<file path="src/rtl/ppp_pkg.sv">
// Shared types and constants for the pinhole point projector.
// No dependencies; every other rtl file imports this package.
package ppp_pkg;

  localparam int ZW    = 32;   // depth width, 2^-24 m units
  localparam int FW    = 24;   // Q16.8 focal length / center width
  localparam int CW    = 53;   // signed camera coordinate width
  localparam int HW    = 26;   // half of the 52-bit magnitude
  localparam int PRW   = 50;   // partial product width
  localparam int NW    = 76;   // numerator magnitude * focal
  localparam int QBITS = 26;   // quotient bits kept, larger saturates
  localparam int IW    = 13;   // image dimension width
  localparam int PW    = 14;   // pixel output width

  localparam logic signed [CW-1:0] NEAR_DEPTH = 53'sd16777216;
  localparam logic signed [CW-1:0] FAR_DEPTH  = 53'sd3355443200;

  typedef enum logic [2:0] {
    REG_ROT0,
    REG_ROT1,
    REG_ROT2,
    REG_TXY,
    REG_TZ,
    REG_FOCAL,
    REG_CENTER,
    REG_SIZE
  } reg_idx_t;

  typedef struct packed {
    logic [2:0][53:0]    rot;     // row i, entry j at bits 18j+17:18j
    logic [2:0][ZW-1:0]  trans;   // x, y, z
    logic [1:0][FW-1:0]  focal;   // fx, fy
    logic [1:0][FW-1:0]  center;  // cx, cy
    logic [1:0][IW-1:0]  size;    // width, height
  } cfg_t;

  typedef struct packed {
    logic [NW-1:0] num;
    logic          neg;
  } lane_t;

  typedef struct packed {
    lane_t [1:0]   lane;
    logic [ZW-1:0] z;
    logic          depth_ok;
    logic          flip;
  } proj_t;

  typedef struct packed {
    logic [1:0][QBITS-1:0] quot;
    logic [1:0]            neg;
    logic                  depth_ok;
    logic                  flip;
  } quot_t;

  typedef struct packed {
    logic [PW-1:0] col;
    logic [PW-1:0] row;
    logic          vis;
  } res_t;

endpackage

</file>
<file path="src/rtl/ppp_pixel.sv">
// Principal point offset, bounds check, flip, output register and skid word.
// Depends on ppp_pkg; drives the pipeline advance for all stages.
module ppp_pixel (
  input  logic           clk,
  input  logic           rst,
  input  ppp_pkg::cfg_t  cfg,
  input  logic           in_valid,
  input  ppp_pkg::quot_t in,
  output logic           ce,
  output logic           out_valid,
  input  logic           out_ready,
  output ppp_pkg::res_t  out
);
  import ppp_pkg::*;

  logic                 v1, v2;
  logic signed [27:0]   s [2];
  logic                 dok1, flip1;
  logic [1:0][IW-1:0]   pix2;
  logic                 vis2, flip2;
  logic [18:0]          mag [2];
  logic [1:0]           inr;
  logic [IW-1:0]        row_f;
  res_t                 res;
  logic                 xfer;
  logic                 ov, kv;
  res_t                 od, kd;

  always_comb begin
    for (int l = 0; l < 2; l++) begin
      mag[l] = s[l][27] ? 19'd0 : s[l][26:8];
      inr[l] = (s[l] >= -28'sd255) && (mag[l] <= 19'(cfg.size[l]));
    end
  end

  always_comb begin
    row_f   = flip2 ? cfg.size[1] - pix2[1] : pix2[1];
    res.col = vis2 ? {1'b0, pix2[0]} : '1;
    res.row = vis2 ? {1'b0, row_f} : '1;
    res.vis = vis2;
  end

  assign ce   = !kv;
  assign xfer = v2 && ce;

  always_ff @(posedge clk) begin
    if (ce) begin
      for (int l = 0; l < 2; l++) begin
        s[l] <= (in.neg[l] ? -28'(in.quot[l]) : 28'(in.quot[l])) + 28'(cfg.center[l]);
      end
      dok1  <= in.depth_ok;
      flip1 <= in.flip;
      for (int l = 0; l < 2; l++) begin
        pix2[l] <= mag[l][IW-1:0];
      end
      vis2  <= dok1 && inr[0] && inr[1];
      flip2 <= flip1;
    end
  end

  always_ff @(posedge clk) begin
    if (rst) begin
      v1 <= 1'b0;
      v2 <= 1'b0;
      ov <= 1'b0;
      kv <= 1'b0;
    end else begin
      if (ce) begin
        v1 <= in_valid;
        v2 <= v1;
      end
      if (!ov || out_ready) begin
        if (kv) begin
          ov <= 1'b1;
          kv <= 1'b0;
        end else begin
          ov <= xfer;
        end
      end else if (xfer) begin
        kv <= 1'b1;
      end
    end
  end

  always_ff @(posedge clk) begin
    if (!ov || out_ready) begin
      od <= kv ? kd : res;
    end else if (xfer) begin
      kd <= res;
    end
  end

  assign out_valid = ov;
  assign out       = od;

  a_skid_behind_out: assert property (@(posedge clk) disable iff (rst) kv |-> ov)
    else $error("skid word held with empty output register");

  a_skid_fill: assert property (@(posedge clk) disable iff (rst)
    (ov && !out_ready && xfer) |=> kv)
    else $error("word arriving at a stalled output was not parked");

  a_hidden_word: assert property (@(posedge clk) disable iff (rst)
    (ov && !od.vis) |-> (od.col == '1 && od.row == '1))
    else $error("hidden point without -1 coordinates");

endmodule

</file>
<file path="config.mk">
export PLATFORM = sky130hd
export DESIGN_NAME = ppp_pixel
export DESIGN_NICKNAME = d
export VERILOG_FILES = /design/src/rtl/ppp_pkg.sv /design/src/rtl/ppp_pixel.sv
export SDC_FILE = /design/constraint.sdc
export NUM_CORES = 1
export LEC_CHECK = 0
export ABC_AREA = 1
export BUFFER_PORTS_ARGS = -buffer_cell sky130_fd_sc_hd__buf_4
export CAP_MARGIN = 0
export CELL_PAD_IN_SITES_DETAIL_PLACEMENT = 1
export CELL_PAD_IN_SITES_GLOBAL_PLACEMENT = 2
export CORE_MARGIN = 2
export CORE_UTILIZATION = 29
export CTS_CLUSTER_DIAMETER = 150
export DETAILED_ROUTE_END_ITERATION = 6
export GPL_TIMING_DRIVEN = 0
export HOLD_SLACK_MARGIN = 0.12
export PLACE_DENSITY = 0.9
export SETUP_SLACK_MARGIN = 0.02
export SLEW_MARGIN = 15
export SYNTH_ARGS = -nofsm -noshare
export SYNTH_HDL_FRONTEND = slang
export SYNTH_SLANG_ARGS = --single-unit
</file>
<file path="constraint.sdc">
create_clock -name clk -period 9.6 [get_ports clk]
set_input_delay 0.48 -clock clk [delete_from_list [all_inputs] [get_ports clk]]
set_output_delay 0.48 -clock clk [all_outputs]
set_load 0.05 [all_outputs]
</file>
# Word-level counts from Yosys, hierarchy flattened
# Memories as Yosys holds them, arrays and structs flattened.
# Cells that the tools add are included.
word_totals:
  mem_count: 1
  elab_cells: 47
  output_inout_bits: 31
  input_bits: 440
  mem_bits_rw: 56
  ff_bits: 92
op_classes:
  n_reduce_logical: 10
  magnitude_cmp: 4
  mux: 10
  n_addsub: 5
  bitwise: 1
mem_list:
  columns: ["memory", "depth", "width", "rd", "rd_ports_with_merged_regs", "write_ports", "line_no", "source"]
  rows:
  - ["s", 2, 28, 2, 0, 2, "ppp_pixel.sv:17", "logic signed [27:0] s [2];"]
op_table:
  columns: ["op", "n"]
  rows:
  - ["$add A28 B24 Y28", 2]
  - ["$ge A28 B9 Y1 const B", 2]
  - ["$mux W28", 2]
  - ["$neg A26 Y28", 2]
  - ["$le A19 B13 Y1", 2]
  - ["$mux W19", 2]
  - ["$mux W29", 1]
  - ["$mux W14", 2]
  - ["$mux W13", 1]
  - ["$sub A13 B13 Y13", 1]
  - ["$logic_and A1 B1 Y1", 5]
  - ["$logic_not A1 Y1", 2]
  - ["$mux W1", 2]
  - ["$reduce_and A2 Y1", 1]
  - ["$reduce_or A2 Y1", 1]
  - ["$logic_or A1 B1 Y1", 1]
  - ["$not A1 Y1", 1]

# Longest topological paths before layout
logic_depth:
  depth_word: 5
  mapped_depth: 20
  mapped_depth_nobuf: 20

# Worst setup path before layout
# Ideal clock, no wire load.
synth_timing:
  path_kind: "reg2reg"
  startpoint: "register kv"
  endpoint: "register dok1 (enable)"
  t_required_ns: 9.095
  t_arrival_ns: 3.444
  path_slack_ns: 5.651
  period_less_slack_ns: 3.949
  setup_ns: 0.505
  stages_incl_launch_ff: 4
  n_path_buf: 2
  cell_sequence: "dfxtp_1 clkbuf_1 inv_1 clkbuf_1"
synth_rtl:
  columns: ["element", "line_no", "source"]
  rows:
  - ["start: declaration", "ppp_pixel.sv:26", "logic ov, kv;"]
  - ["start signal: assignment", "ppp_pixel.sv:66", "kv <= 1'b0;"]
  - ["start signal: assignment", "ppp_pixel.sv:75", "kv <= 1'b0;"]
  - ["start signal: assignment", "ppp_pixel.sv:80", "kv <= 1'b1;"]
  - ["end signal: assignment", "ppp_pixel.sv:51", "dok1 <= in.depth_ok;"]
  - ["end: declaration", "ppp_pixel.sv:18", "logic dok1, flip1;"]
# No word-level cell between the ends.

==> metrics <==
Cell Chain, Critical Path=buf_4, inv_1, ha_1, nand2_2, nor2_4, nand4_1, o21ai_2, o21ai_0, xor2_1, ha_1, nand2_1, nor2_1, nand2_1, nor2_1, nand2_1, nand3_1, nand4_1, nand2_1, a21oi_1; post-layout instance area=~0.014 mm^2; Mapped Cells=around 1400; gpl congestion=0.883; power share of the clock group=a little under a third; maximum VDD drop=115 uV; post-synth top area cell=edfxtp_1; Clock Latency Late Sink=430 ps; clk slew on worst S/H paths=around 70 ps; Comb pwr share=between 30% and 40%; worst reg2reg path startpoint=s[0][55]; global-route wire length before repair=~51000 um; post-synthesis net count=between 1500 and 2000; share of the synthesized area in the top cell type=between 30 and 40%; Worst Hold Class=input port to register; # hold bufs at CTS=0; leak pwr=around 6.3 nW; Tmin final=between 3000 and 4000 ps; CTS root buffer=clkbuf_16; Netlist cell types=between 40 and 50; Worst Path Arrival=about 3300 ps; Vias/cell=4.59; Slew @ Worst Pin=approximately 800 ps; vias after detailed routing=around 9600; max_cap viols=0; CP required=9780 ps; GRT overflow=0; Fmax=around 320 MHz; Synth Area per Inst=approximately 8.0 um^2; die area=0.0398 mm^2; post-CTS setup buffers=0; sequential area share after synthesis=roughly two fifths; pwr dens=approximately 160 mW/mm^2; ANT nets after route=0; Worst Setup Path Type=input port to register; largest net degree at the start of global routing=52; Crit Path Max Fanout=5; TritonCTS Buffers=17; die width=200 um; status=complete, no violations; hold path depth=2; Area after DPL=roughly 0.013 mm^2; final setup vio count=0; hold-critical path endpoint=v1; Power Internal=~1.4 mW; initial antenna violation count=1; crit end category=register; Layout Utilization=a little over a third; DRT iter0 DRCs=between 300 and 400; slowest CP cell=ha_1; yosys warns=0; IO buf count=approximately 160; r2r setup slk=a little over 7000 ps; Final nets=roughly 2100; type of element launching the critical path=input port; CTS tree=built; WL/cell=14.9 um; Setup TNS=0 ps; Clock Skews=12.6 ps; RSZ-0062 raised after global routing=no; switch share=about a third; Hold Path Origin=rst; Reg2Reg Depth=13; vias in the first global route=between 10000 and 15000; Sequential Power Share=roughly two fifths; IO Pins=around 470; Post-Route WL=31200 um; Top cell by count, worst path=nand2_1; Switching Power=around 0.77 mW; Placeable Area=about 0.038 mm^2; initial core utilization=between 20 and 30%; final setup margin=6510 ps; reg2reg end=vis2; H-tree levels=4; Clock Tree Buf Depth=2; GRT Resource Usage Total=between 10% and 20%; Tot Pwr=2.21 mW; post-cts sizing count=0; pre-CTS WS=6060 ps; top cells by area, synth=edfxtp_1, nand2_1, ha_1; layout cell share with drive strength beyond 1=between 15 and 20%; final slew viol count=0; CP max stage delay=approximately 350 ps; Rows=roughly 70; #FFs+latches synth=between 100 and 150; DR DRC count=0; dpl hpwl=about 27000 um; Slew HR=around 46%; final hold vios=0; Diodes inserted=0; Tcrit/Tclk final=about a third; Mapped Area=between 0.01 and 0.015 mm^2; die height=between 150 and 200 um; Clock Sinks=approximately 150; drt first pass iters=4; Layout area overhead=22.7%
## registers in the layout (all words and copies together) (netlist names)
name       flops
vis2           1
out           28
pix2          26
out_valid      1
dok1           1
kd            28
flip2          1
s             56
flip1          1
v1             1
kv             1
v2             1
## metal layers
layer,track usage (%),share of wire (%),vias up
met3,2.33,3.3,19
met1,22.3,51,4474
met2,26.5,45,167
li1,-,-,4944
met5,0,0.032,-
met4,3.87,0.97,2
## per-stage QoR
stage,instances,hold WS (ps)
2_1_floorplan,1381,400
3_3_place_gp,2056,412
3_5_place_dp,2059,425
4_1_cts,2091,204
5_1_grt,2091,218
6_report,2091,236
## synthesized netlist by cell type (all sizes together)
cell type	number
clkbuf	16
inv	184
o31ai	5
nor2	167
buf	5
ha	96
fa	3
a21oi	90
o21bai	4
nand3	65
nand3b	2
a21boi	2
o211ai	4
edfxtp	142
or4	1
o21ai	56
xor2	69
a31o	1
a21o	9
nand2	347
dfxtp	4
a211oi	2
a31oi	8
nand4	30
or2	20
xnor2	22
nor3	18
a2111oi	1
nor4	6
and2	2
## kinds of logic (layout without fill, tap and decap cells)
kind of cell             after synthesis  in the layout  synth area share (%)
adder cells (fa/ha/maj)               99             99                  11.4
buffers and inverters                205            404                  7.13
AO/OA/AOI/OAI                        182            182                  9.44
AND/OR/NAND/NOR                      658            658                  25.7
flip-flops                           146            146                  39.2
XOR/XNOR                              91             91                  7.19
## worst max-delay path, delay by kind of cell
family / cells / cell delay (ps)
compound gates: 3 / 440
buf+inv: 2 / 210
simple gates: 11 / 1370
xor+xnor: 1 / 210
fa+ha+maj: 2 / 530
## power groups by stage
stage / combinational [mW] / clock (mW) / sequential, mW
2_1_floorplan: 0.455 / 0 / 0.871
3_3_place_gp: 0.653 / 0 / 0.886
3_5_place_dp: 0.674 / 0 / 0.891
4_1_cts: 0.679 / 0.680 / 0.878
5_1_grt: 0.769 / 0.707 / 0.891
6_report: 0.672 / 0.665 / 0.877
## worst max-delay path by stage
stage	from	end	slack, ps	depth (start not counted)
detailed placement	in[4]	s[0][27]	6060	19
finish	in[4]	s[0][27]	6510	19
global route	in[5]	s[0][27]	6190	19
global placement	kv	ce	4310	4
floorplan	kv	dok1	5650	3
CTS	in[4]	s[0][27]	6530	19
## placed cells by master (no fill, tap or decap), types with 8 or more instances in the layout
cell type / Yosys / layout
edfxtp_1: 142 / 142
nand2_1: 334 / 333
a21oi_1: 84 / 84
clkbuf_1: 15 / 14
ha_1: 96 / 96
xnor2_1: 22 / 22
inv_1: 179 / 179
nor2_2: 11 / 11
nand4_1: 28 / 28
a31oi_1: 8 / 8
o21ai_1: 9 / 9
clkbuf_16: 0 / 17
buf_4: 1 / 166
nor2_1: 154 / 154
a21o_1: 9 / 9
nor3_1: 16 / 15
nand2_2: 13 / 14
or2_2: 17 / 17
nand3_1: 61 / 61
xor2_1: 69 / 69
o21ai_0: 43 / 43
## final cells by class
| class | instances | area (um^2) |
|---|---|---|
| Inverter | 184 | 691 |
| Fill cell | 4668 | 24100 |
| Buffer | 21 | 104 |
| Sequential cell | 146 | 4340 |
| Multi-Input combinational cell | 1030 | 5960 |
| Clock buffer | 17 | 425 |
| Clock inverter | 15 | 169 |
| Tap cell | 511 | 639 |
| Timing Repair Buffer | 167 | 1270 |
Power figures use the tool's default switching activity.
